**config.mk**
```make
export PLATFORM = sky130hd
export DESIGN_NAME = udp_packet_size_checker_unit_flat
export DESIGN_NICKNAME = d
export VERILOG_FILES = /design/src/upsc_pkg.sv /design/src/upsc_if.sv /design/src/udp_packet_size_checker_unit.sv /design/src/upsc_parser.sv /design/src/flat_wrapper.sv
export VERILOG_INCLUDE_DIRS = /design/src /design/src/src
export SDC_FILE = /design/constraint.sdc
export NUM_CORES = 1
export LEC_CHECK = 0
export BUFFER_PORTS_ARGS = -buffer_cell sky130_fd_sc_hd__buf_2
export CAP_MARGIN = 20
export CORE_ASPECT_RATIO = 1.25
export CORE_MARGIN = 2
export CORE_UTILIZATION = 55
export DETAILED_ROUTE_END_ITERATION = 7
export GPL_TIMING_DRIVEN = 0
export MAX_ROUTING_LAYER = met4
export PLACE_DENSITY = 0.78
export SYNTH_ARGS = -nofsm -noshare
export SYNTH_HDL_FRONTEND = slang
export SYNTH_HIERARCHICAL = 1
export SYNTH_SLANG_ARGS = --single-unit
```
**constraint.sdc**
```tcl
create_clock -name clock -period 7.1 [get_ports clock]
set_input_delay 1.42 -clock clock [delete_from_list [all_inputs] [get_ports clock]]
set_output_delay 1.42 -clock clock [all_outputs]
set_load 0.01 [all_outputs]
```
**src/udp_packet_size_checker_unit_assert.svh**
```systemverilog
// Assertion macros for the UDP packet size checker unit.
// Included by the modules that carry concurrent checks; no other dependencies.
`ifndef UDP_PACKET_SIZE_CHECKER_UNIT_ASSERT_SVH
`define UDP_PACKET_SIZE_CHECKER_UNIT_ASSERT_SVH
`ifndef SYNTH
// Checked property, disabled while reset is high.
`define UPSC_ASSERT(lbl, clk, rst, prop, msg) \
   lbl: assert property (@(posedge clk) disable iff (rst) prop) else $error(msg);
// Checked property, evaluated through reset as well.
`define UPSC_ASSERT_ALWAYS(lbl, clk, prop, msg) \
   lbl: assert property (@(posedge clk) prop) else $error(msg);
`else
`define UPSC_ASSERT(lbl, clk, rst, prop, msg)
`define UPSC_ASSERT_ALWAYS(lbl, clk, prop, msg)
`endif
`endif

```
**src/upsc_pkg.sv**
```systemverilog
// Shared types and constants of the UDP packet size checker.
// No dependencies; imported by the interfaces and all modules.
package upsc_pkg;

   localparam int MAX_PACKET_BYTES = 16384;
   localparam int COUNT_W          = 15;
   localparam int ITEM_W           = COUNT_W - 3;
   localparam int TOTAL_W          = 35;
   localparam int CSR_INDEX_W      = 1;
   localparam int CSR_DATA_W       = 15;

   localparam logic [31:0] SPEAD_MAGIC     = 32'h5304_0305;
   localparam int          SPEAD_MIN_BYTES = 32;
   localparam logic [15:0] LENGTH_ITEM_ID  = 16'd4;
   localparam logic        FORMAT_SPEAD    = 1'b1;

   typedef enum logic [CSR_INDEX_W-1:0] {
      CSR_CHECK_FORMAT  = 1'b0,
      CSR_EXPECTED_SIZE = 1'b1
   } csr_index_type;

   typedef struct packed {
      logic               check_format;
      logic [COUNT_W-1:0] expected_size;
   } cfg_type;

   typedef struct packed {
      logic               status;
      logic [COUNT_W-1:0] packet_length;
   } verdict_type;

endpackage

```
**src/upsc_if.sv**
```systemverilog
// Request and response channel interfaces of the UDP packet size checker.
// Depends on upsc_pkg for the field widths.
interface upsc_req_if import upsc_pkg::*; ();
   logic       valid;
   logic       ready;
   logic [7:0] data_byte;
   logic       last_byte;

   modport source (output valid, output data_byte, output last_byte, input ready);
   modport sink   (input valid, input data_byte, input last_byte, output ready);
endinterface

interface upsc_rsp_if import upsc_pkg::*; ();
   logic               valid;
   logic               ready;
   logic               status;
   logic [COUNT_W-1:0] packet_length;

   modport source (output valid, output status, output packet_length, input ready);
   modport sink   (input valid, input status, input packet_length, output ready);
endinterface

```
**src/udp_packet_size_checker_unit.sv**
```systemverilog
// Top level of the UDP packet size checker: input stage, CSRs, result register.
// Depends on upsc_pkg, upsc_if, upsc_parser and the assertion macro header.
//
//  channel | dir | payload                       | transfer
//  req     | in  | data_byte[7:0], last_byte     | valid & ready
//  rsp     | out | status, packet_length[14:0]   | valid & ready, one per packet
//  csr     | in  | index[0], write data[14:0]    | write enable, no wait
//
// One request per cycle while ready is high; a verdict goes from the input
// register through the parser into the result register once its last byte
// is taken, and is held there until it is accepted.
// Request ready drops only while a finished verdict waits in the result
// register and the staged byte is also the last byte of a packet.
// Reset is synchronous and clears CSRs, staging valids and all parse state.

`include "udp_packet_size_checker_unit_assert.svh"

module udp_packet_size_checker_unit import upsc_pkg::*; (
   input  logic                   clock,
   input  logic                   reset,
   upsc_req_if.sink               req_chan,
   upsc_rsp_if.source             rsp_chan,
   input  logic                   csr_write_en,
   input  logic [CSR_INDEX_W-1:0] csr_index,
   input  logic [CSR_DATA_W-1:0]  csr_write_data
);

   cfg_type            cfg_ff;
   logic               s1_valid_ff;
   logic [7:0]         s1_byte_ff;
   logic               s1_last_ff;
   logic               rsp_valid_ff, rsp_valid_in;
   logic               rsp_status_ff;
   logic [COUNT_W-1:0] rsp_length_ff;
   logic               s1_adv;
   logic               rsp_stalled;
   verdict_type        verdict;

   always_ff @(posedge clock) begin
      if (reset) begin
         cfg_ff <= '0;
      end else if (csr_write_en) begin
         unique case (csr_index)
            CSR_CHECK_FORMAT:  cfg_ff.check_format  <= csr_write_data[0];
            CSR_EXPECTED_SIZE: cfg_ff.expected_size <= csr_write_data[COUNT_W-1:0];
         endcase
      end
   end

   assign rsp_stalled    = rsp_valid_ff && !rsp_chan.ready;
   assign s1_adv         = s1_valid_ff && !(s1_last_ff && rsp_stalled);
   assign req_chan.ready = !s1_valid_ff || s1_adv;

   always_ff @(posedge clock) begin
      if (reset) begin
         s1_valid_ff <= 1'b0;
      end else if (req_chan.ready) begin
         s1_valid_ff <= req_chan.valid;
      end
   end

   always_ff @(posedge clock) begin
      if (req_chan.ready && req_chan.valid) begin
         s1_byte_ff <= req_chan.data_byte;
         s1_last_ff <= req_chan.last_byte;
      end
   end

   upsc_parser u_parser (
      .clock     (clock),
      .reset     (reset),
      .cfg       (cfg_ff),
      .step_en   (s1_adv),
      .data_byte (s1_byte_ff),
      .last_byte (s1_last_ff),
      .verdict   (verdict)
   );

   always_comb begin
      if (s1_adv && s1_last_ff) begin
         rsp_valid_in = 1'b1;
      end else if (rsp_chan.ready) begin
         rsp_valid_in = 1'b0;
      end else begin
         rsp_valid_in = rsp_valid_ff;
      end
   end

   always_ff @(posedge clock) begin
      if (reset) begin
         rsp_valid_ff <= 1'b0;
      end else begin
         rsp_valid_ff <= rsp_valid_in;
      end
   end

   always_ff @(posedge clock) begin
      if (s1_adv && s1_last_ff) begin
         rsp_status_ff <= verdict.status;
         rsp_length_ff <= verdict.packet_length;
      end
   end

   assign rsp_chan.valid         = rsp_valid_ff;
   assign rsp_chan.status        = rsp_status_ff;
   assign rsp_chan.packet_length = rsp_length_ff;

   `UPSC_ASSERT(a_last_gives_rsp, clock, reset, s1_adv && s1_last_ff |=> rsp_valid_ff, "verdict not registered")
   `UPSC_ASSERT(a_ready_low_cause, clock, reset, !req_chan.ready |-> s1_valid_ff && s1_last_ff && rsp_valid_ff, "request stalled without cause")
   `UPSC_ASSERT(a_no_overwrite, clock, reset, rsp_stalled |-> !(s1_adv && s1_last_ff), "pending verdict overwritten")

endmodule

```
**src/upsc_parser.sv**
```systemverilog
// Per-packet byte parser and verdict logic of the UDP packet size checker.
// Depends on upsc_pkg and the assertion macro header.
`include "udp_packet_size_checker_unit_assert.svh"

module upsc_parser import upsc_pkg::*; (
   input  logic        clock,
   input  logic        reset,
   input  cfg_type     cfg,
   input  logic        step_en,
   input  logic [7:0]  data_byte,
   input  logic        last_byte,
   output verdict_type verdict
);

   logic [COUNT_W-1:0] byte_count_ff, byte_count_in;
   logic [31:0]        recent_bytes_ff, recent_bytes_in;
   logic [15:0]        item_total_ff, item_total_in;
   logic               length_found_ff, length_found_in;
   logic [31:0]        payload_length_ff, payload_length_in;
   logic               magic_bad_ff, magic_bad_in;
   logic [COUNT_W-1:0] learned_size_ff, learned_size_in;

   logic               room;
   logic [ITEM_W-1:0]  item_idx;
   logic [COUNT_W-1:0] size;
   logic [TOTAL_W-1:0] total;
   logic               spead_bad;
   logic               status;

   always_comb begin
      byte_count_in     = byte_count_ff;
      recent_bytes_in   = recent_bytes_ff;
      item_total_in     = item_total_ff;
      length_found_in   = length_found_ff;
      payload_length_in = payload_length_ff;
      magic_bad_in      = magic_bad_ff;
      learned_size_in   = learned_size_ff;

      room     = byte_count_ff < COUNT_W'(MAX_PACKET_BYTES);
      item_idx = byte_count_ff[COUNT_W-1:3] - ITEM_W'(1);

      // bytes past the maximum are dropped, the count saturates
      if (room) begin
         recent_bytes_in = {recent_bytes_ff[23:0], data_byte};
         byte_count_in   = byte_count_ff + COUNT_W'(1);
         if (byte_count_ff == COUNT_W'(3)) begin
            magic_bad_in = recent_bytes_in != SPEAD_MAGIC;
         end else if (byte_count_ff == COUNT_W'(7)) begin
            item_total_in = recent_bytes_in[15:0];
         end else if (byte_count_ff >= COUNT_W'(8) && !length_found_ff) begin
            // first half of an item is its id word, second half its value
            if (byte_count_ff[2:0] == 3'd3) begin
               payload_length_in = recent_bytes_in;
            end else if (byte_count_ff[2:0] == 3'd7
                         && {4'b0, item_idx} < item_total_ff
                         && payload_length_ff[23:8] == LENGTH_ITEM_ID) begin
               payload_length_in = recent_bytes_in;
               length_found_in   = 1'b1;
            end
         end
      end

      size  = (cfg.expected_size != '0) ? cfg.expected_size : learned_size_ff;
      total = TOTAL_W'(8) + {16'b0, item_total_in, 3'b000}
            + {3'b0, payload_length_in};
      spead_bad = byte_count_in < COUNT_W'(SPEAD_MIN_BYTES) || magic_bad_in
               || !length_found_in || total != {20'b0, byte_count_in};

      if (size == '0) begin
         status = 1'b0;
      end else if (cfg.check_format == FORMAT_SPEAD) begin
         status = spead_bad;
      end else begin
         status = byte_count_in != size;
      end

      verdict.status        = status;
      verdict.packet_length = byte_count_in;

      if (last_byte) begin
         if (size == '0) begin
            learned_size_in = byte_count_in;
         end
         byte_count_in     = '0;
         recent_bytes_in   = '0;
         item_total_in     = '0;
         length_found_in   = 1'b0;
         payload_length_in = '0;
         magic_bad_in      = 1'b0;
      end
   end

   always_ff @(posedge clock) begin
      if (reset) begin
         byte_count_ff     <= '0;
         recent_bytes_ff   <= '0;
         item_total_ff     <= '0;
         length_found_ff   <= 1'b0;
         payload_length_ff <= '0;
         magic_bad_ff      <= 1'b0;
         learned_size_ff   <= '0;
      end else if (step_en) begin
         byte_count_ff     <= byte_count_in;
         recent_bytes_ff   <= recent_bytes_in;
         item_total_ff     <= item_total_in;
         length_found_ff   <= length_found_in;
         payload_length_ff <= payload_length_in;
         magic_bad_ff      <= magic_bad_in;
         learned_size_ff   <= learned_size_in;
      end
   end

   `UPSC_ASSERT(a_count_max, clock, reset, byte_count_ff <= COUNT_W'(MAX_PACKET_BYTES), "byte count above maximum")
   `UPSC_ASSERT(a_clear_on_last, clock, reset, step_en && last_byte |=> byte_count_ff == '0, "count not cleared at packet end")
   `UPSC_ASSERT(a_found_has_items, clock, reset, length_found_ff |-> item_total_ff != '0, "length item found beyond item count")
   `UPSC_ASSERT(a_learned_kept, clock, reset, learned_size_ff != '0 |=> $stable(learned_size_ff), "learned size changed")

endmodule

```
**src/flat_wrapper.sv**
```systemverilog
// flat-port wrapper written by rule: the top's interface ports become plain ports
module udp_packet_size_checker_unit_flat import upsc_pkg::*;
  (clock, reset, csr_write_en, csr_index, csr_write_data, req_chan_valid, req_chan_data_byte, req_chan_last_byte, req_chan_ready, rsp_chan_valid, rsp_chan_status, rsp_chan_packet_length, rsp_chan_ready);
  upsc_req_if req_chan_i ();
  upsc_rsp_if rsp_chan_i ();
  input  logic clock;
  input  logic reset;
  input  logic csr_write_en;
  input  logic [CSR_INDEX_W-1:0] csr_index;
  input  logic [CSR_DATA_W-1:0] csr_write_data;
  input wire logic [$bits(req_chan_i.valid)-1:0] req_chan_valid;
  input wire logic [$bits(req_chan_i.data_byte)-1:0] req_chan_data_byte;
  input wire logic [$bits(req_chan_i.last_byte)-1:0] req_chan_last_byte;
  output wire logic [$bits(req_chan_i.ready)-1:0] req_chan_ready;
  output wire logic [$bits(rsp_chan_i.valid)-1:0] rsp_chan_valid;
  output wire logic [$bits(rsp_chan_i.status)-1:0] rsp_chan_status;
  output wire logic [$bits(rsp_chan_i.packet_length)-1:0] rsp_chan_packet_length;
  input wire logic [$bits(rsp_chan_i.ready)-1:0] rsp_chan_ready;
  assign req_chan_i.valid = req_chan_valid;
  assign req_chan_i.data_byte = req_chan_data_byte;
  assign req_chan_i.last_byte = req_chan_last_byte;
  assign req_chan_ready = req_chan_i.ready;
  assign rsp_chan_valid = rsp_chan_i.valid;
  assign rsp_chan_status = rsp_chan_i.status;
  assign rsp_chan_packet_length = rsp_chan_i.packet_length;
  assign rsp_chan_i.ready = rsp_chan_ready;
  udp_packet_size_checker_unit u_core (.clock(clock), .reset(reset), .req_chan(req_chan_i), .rsp_chan(rsp_chan_i), .csr_write_en(csr_write_en), .csr_index(csr_index), .csr_write_data(csr_write_data));
endmodule
```
==> results of run 1 <==
-- cell type report --
| type | count | area, um^2 |
|---|---|---|
| fill | 1328 | 5570 |
| multi-input combinational | 779 | 5260 |
| sequential | 147 | 3190 |
| clock buffer | 22 | 485 |
| buffer | 68 | 343 |
| timing repair buffer | 55 | 295 |
| tap | 212 | 265 |
| inverter | 37 | 139 |
| clock inverter | 10 | 87.6 |
-- per-layer routing --
metal	vias up	global-route usage (%)
met5	-	-
met4	0	16.9
met3	102	5.41
met2	370	50.5
met1	3845	37.4
li1	3851	-
-- synthesized netlist by cell type, types with 14 or more instances --
cell type | number | area, um^2
nand3_1 | 19 | 95.1
xor2_1 | 22 | 193
nand2_1 | 110 | 413
nor3_1 | 14 | 70.1
a22oi_1 | 81 | 608
clkbuf_1 | 43 | 161
o21ai_0 | 19 | 95.1
nor4_1 | 17 | 106
edfxtp_1 | 25 | 751
inv_1 | 37 | 139
nand4_1 | 17 | 106
dfxtp_1 | 122 | 2440
ha_1 | 50 | 626
xnor2_1 | 40 | 350
mux2_2 | 17 | 191
a21oi_1 | 74 | 370
buf_2 | 17 | 85.1
nor2_1 | 141 | 529
-- timing repair --
action	in CTS	in global routing
pin swaps	1	3
setup endpoints to repair	1	1
gates resized for setup	14	23
buffers inserted	1	5
-- power by group --
part           internal, mW  total (mW)  switching, mW
Clock                 0.495       0.879          0.384
Combinational        0.0329      0.0966         0.0637
Sequential            0.860       0.875         0.0153
-- final timing paths --
check                                                      start                      to
worst max-delay path            u_core/u_parser/byte_count_ff[7]  u_core/rsp_chan.status
worst min register to register                  u_core/cfg_ff[5]        u_core/cfg_ff[5]
worst min-delay path                            u_core/cfg_ff[5]        u_core/cfg_ff[5]
worst max register to register  u_core/u_parser/byte_count_ff[7]  u_core/rsp_chan.status
-- state kept, by name, indices dropped and copies added, names as in the netlist, 8 cells and up --
signal / flops
u_core/u_parser/item_total_ff: 16
u_core/rsp_chan.packet_length: 15
u_core/cfg_ff: 16
u_core/u_parser/learned_size_ff: 15
u_core/u_parser/recent_bytes_ff: 24
u_core/u_parser/payload_length_ff: 32
u_core/s1_byte_ff: 8
u_core/u_parser/byte_count_ff: 15
-- through the flow --
step	hold WS (ps)	instances
after floorplan	449	1031
after global placement	466	1290
after detailed placement	470	1292
after CTS	479	1325
after global routing	505	1330
final	477	1330
-- kinds of logic (layout without fill, tap and decap cells) --
| logic type | count (synthesis) | count (layout) |
|---|---|---|
| adder cells (fa/ha/maj) | 51 | 51 |
| flip-flops | 147 | 147 |
| multiplexers | 27 | 27 |
| AO/OA/AOI/OAI | 252 | 252 |
| AND/OR/NAND/NOR | 381 | 381 |
| buffers and inverters | 105 | 192 |
| XOR/XNOR | 68 | 68 |
-- worst reg2reg max path: cells and delay by family, from the launching register on --
family | cells | cell delay (ps)
adder cells (fa/ha/maj) | 4 | 1180
AND/OR/NAND/NOR | 9 | 1520
XOR/XNOR | 1 | 170
AO/OA/AOI/OAI | 9 | 2170
flip-flops | 1 | 300
buffers and inverters | 8 | 1270
==> flow_summary.toml, run 1 <==
[timing]
period_share_pct = 96.6
max_slew_margin_pct = 35.9
worstMarginPinSlew_ps = 955
period_needed_ps = 6860
hold_viol = 0
fin_skew_ps = 10.8
setup_ws_ps = 243
finalMaxSlewViolations = 0
max_freq_mhz = 146
setup_viol = 0
finalSetupTns_ps = 0

[clocking]
cts_tree = "yes"
cts_root_buffer = "clkbuf_16"
clock-sinks = 147
cts.clk_slew.worst_paths_ps = 70
holdBufCountCts = 0
clock_latency_ps = 440
clk_path_buf_depth = 2
cts_max_level = 4
numCtsBuffers = 17

[final_layout]
syn_to_final_growth_pct = 14.2
fin_nets = 1186
mostFrequentLayoutCell = "nor2_1"
final_cell_mix = "139 x nor2_1, 121 x dfxtp_1, 110 x nand2_1"
final_cell_area_um2 = 10100
fin_util_pct = 64.4
diodes = 0
drive_gt1_share_pct = 16.1

[die]
die-area_um2 = 17100
pin_count = 48
die_w_um = 117
core_area_um2 = 15600
start_util_pct = 56.4
die_h_um = 146
rows = 51

[place]
dp_hpwl_mm = 18.6
gp_congestion = 0.975
pre_cts_ws_ps = -1000
io_buffers = 47
detailed_place.area_um2 = 9330

[synthesis]
syn_area_per_cell_um2 = 8.55
yosys_warnings = 6
yosys.area_share.adder_pct = 7.32
synthArstFlopShare_pct = 0
synth_top_family_by_area = "simple AND/OR/NAND/NOR gates"
yosys.area_share.simple_pct = 20.6
ys.flop_type = "dfxtp_1"
synth_edf_count = 25
synthMuxAreaShare_pct = 3.31
syn-num-nets = 1112
synthXorXnorAreaFrac_pct = 7.59
synth_compound_area_share_pct = 19.7
synth_cell_types = 85
syn-cell-area_um2 = 8820
ys_seq_area_share_pct = 36.2
ys_seq_elements = 147
syn_inst = 1031

[routing]
drtIter0Drc = 813
wl_met1_mm = 10.2
vias_per_cell = 6.14
wl_per_cell_um = 19.3
wl_met3_mm = 1.62
met2WireLength_mm = 12.4
routed.top_layer = "met4"
vias = 8168
postRouteAntennaNets = 0
drc = 0
drt_pass1_iterations = 5
wl_mm = 25.7

[outcome]
status = "complete, no violations"

[critical_path]
ff2ff_path_depth = 31
cp_data_arrival_time_ps = 7060
cpLargestDelayFamily = "compound AO/OA/AOI/OAI gates"
path_common_cell = "buf_4"
critPathMaxFanout = 10
worst-setup-path-type = "flop to flop"
cp-start-kind = "flop"
critPathCaptureType = "flop"
required_ps = 7300
regToRegSetupSlack_ps = 240
crit_cells = 31
cp_slowest_cell = "a311oi_1"
worst-path-buf-inv = 8
max_stage_delay_ps = 440

[global_route]
antenna_found_initial = 0
grt_pass1_wl_mm = 40.7
first_global_vias = 7716
track_usage_pct = 31.6
grt_max_degree = 17
grt-ovfl-total = 0

[power_and_ir_drop]
max-vdd-ir-drop_uv = 151
pwr_density_cell_nw_per_um2 = 184
power_mw = 1.85
p_leak_nw = 4.03

[worst_hold_path]
whs_path_depth = 2
hold_class = "flop to flop"

[flow_run]
max_cap_viol_count = 0
(Power assumes the default switching activity.)
==> inputs of run 2 (changes only) <==
--- a/config.mk
+++ b/config.mk
@@ -15,6 +15,8 @@
 export GPL_TIMING_DRIVEN = 0
 export MAX_ROUTING_LAYER = met4
 export PLACE_DENSITY = 0.78
+export RECOVER_POWER = 25
+export SKIP_CTS_REPAIR_TIMING = 1
 export SYNTH_ARGS = -nofsm -noshare
 export SYNTH_HDL_FRONTEND = slang
 export SYNTH_HIERARCHICAL = 1
==> run 2 against run 1 <==
Largest cell class unchanged; largest power group unchanged; register-to-register slack gained 40 ps; setup slack gained 45 ps; highest routed layer unchanged; critical path type unchanged; global-route usage fell by 0.13 points.
==> flow_summary.toml, run 2 (synthesized netlist as in run 1, its figures left out) <==
[power_and_ir_drop]
p_sw_mw = 0.460
p_leak_nw = 3.98
power_mw = 1.85
max-vdd-ir-drop_uv = 150
clkPwrFrac_pct = 47.5
cellInternalPower_mw = 1.39
pwr-share-comb_pct = 5.0
seqPwrFrac_pct = 47.4
pwr_density_cell_nw_per_um2 = 185
switching_share_pct = 24.9

[timing]
holdWs_ps = 478
period_share_pct = 96.0
worstMarginPinSlew_ps = 941
max_slew_margin_pct = 36.8
max_freq_mhz = 147
hold_viol = 0
fin_skew_ps = 11.8
setup_viol = 0
period_needed_ps = 6810
finalMaxSlewViolations = 0

[critical_path]
required_ps = 7300
worst-setup-path-type = "flop to flop"
cpLargestDelayFamily = "simple AND/OR/NAND/NOR gates"
r2r-start = "u_core/u_parser/byte_count_ff[7]"
crit_cells = 31
cp_data_arrival_time_ps = 7010
worst-path-buf-inv = 7
max_stage_delay_ps = 380
crit_start = "u_core/u_parser/byte_count_ff[7]"
cp-start-kind = "flop"
crit_end = "u_core/rsp_chan.status"
critPathMaxFanout = 10
reg2reg_to = "u_core/rsp_chan.status"
regToRegSetupSlack_ps = 290
path_common_cell = "nand2_1"
critPathCaptureType = "flop"
ff2ff_path_depth = 31
cp_slowest_cell = "ha_1"

[clocking]
cts.clk_slew.worst_paths_ps = 70
cts_tree = "yes"
clock_latency_ps = 430
numCtsBuffers = 17
clk_path_buf_depth = 2
cts_root_buffer = "clkbuf_16"
cts_max_level = 4
clock-sinks = 147

[routing]
vias_per_cell = 6.14
postRouteAntennaNets = 0
drc = 0
vias = 8173
drt_pass1_iterations = 8
wl_per_cell_um = 19.2
drtIter0Drc = 795
wl_mm = 25.6

[die]
core_area_um2 = 15600
die_h_um = 146
die-area_um2 = 17100
rows = 51
pin_count = 48
die_w_um = 117
start_util_pct = 56.4

[final_layout]
fin_nets = 1187
reg_top3 = "u_core/u_parser/payload_length_ff: 32 flops, u_core/u_parser/recent_bytes_ff: 24 flops"
largest_reg_flops = 32
diodes = 0
fin_util_pct = 63.8
syn_to_final_growth_pct = 13.1
mostFrequentLayoutCell = "nor2_1"
final_cell_mix = "139 x nor2_1, 121 x dfxtp_1, 110 x nand2_1"
drive_gt1_share_pct = 14.5
largest-register = "u_core/u_parser/payload_length_ff"

[worst_hold_path]
hp-start = "u_core/cfg_ff[10]"
hold_class = "flop to flop"

[flow_run]
max_cap_viol_count = 0

[place]
dp_hpwl_mm = 18.6
gp_congestion = 0.975
io_buffers = 47

[outcome]
status = "complete, no violations"

[global_route]
antenna_found_initial = 0
grt_max_degree = 17
grt_pass1_wl_mm = 40.4
track_usage_pct = 31.5
grt-ovfl-total = 0
first_global_vias = 7664
-- run 2: cell type report --
type,instances,area (um^2)
plain buffers,68,312
clock buffers,22,485
clock inverters,10,87.6
fillers,1354,5670
inverters,37,139
multi-input cells,779,5180
flip-flops and latches,147,3190
well taps,212,265
repair buffers,56,303
-- run 2: layer usage --
metal  GRT usage (%)  share of wire, %  vias to the layer above
met2            49.5                48                      363
li1                -                 -                     3847
met3            5.41               6.6                      107
met5               -                 0                        -
met1            37.4                39                     3856
met4            18.0               6.0                        0
-- run 2: power by group through the flow --
stage | clock network (mW) | registers [mW] | logic [mW]
4_1_cts | 0.885 | 0.875 | 0.0950
6_report | 0.877 | 0.875 | 0.0931
5_1_grt | 0.925 | 0.876 | 0.102
3_5_place_dp | 0 | 0.894 | 0.0940
2_1_floorplan | 0 | 0.888 | 0.0596
3_3_place_gp | 0 | 0.894 | 0.0924
-- run 2: worst min path at each step --
| stage | endpoint | slack (ps) | cells past startpoint |
|---|---|---|---|
| finish | u_core/cfg_ff[10] | 480 | 2 |
| global route | u_core/cfg_ff[5] | 500 | 2 |
| global placement | u_core/cfg_ff[5] | 470 | 2 |
| floorplan | u_core/cfg_ff[1] | 450 | 2 |
| detailed placement | u_core/cfg_ff[5] | 470 | 2 |
| CTS | u_core/cfg_ff[5] | 480 | 2 |
-- run 2: worst min-delay path: cells and delay by family, from the launching register on --
family | cells | cell delay (ps)
and+or+nand+nor | 1 | 60
AOI/OAI and AO/OA | 1 | 50
DFF | 1 | 320
-- run 2: metrics by stage --
stage	setup slack (ps)	TNS (ps)	instance area, um^2	cells
floorplan	614	0	8820	1031
global placement	-1020	-1020	9320	1290
detailed placement	-1000	-1000	9330	1292
CTS	-1080	-1080	9910	1324
global route	-58.5	-58.5	9970	1331
finish	287	0	9970	1331
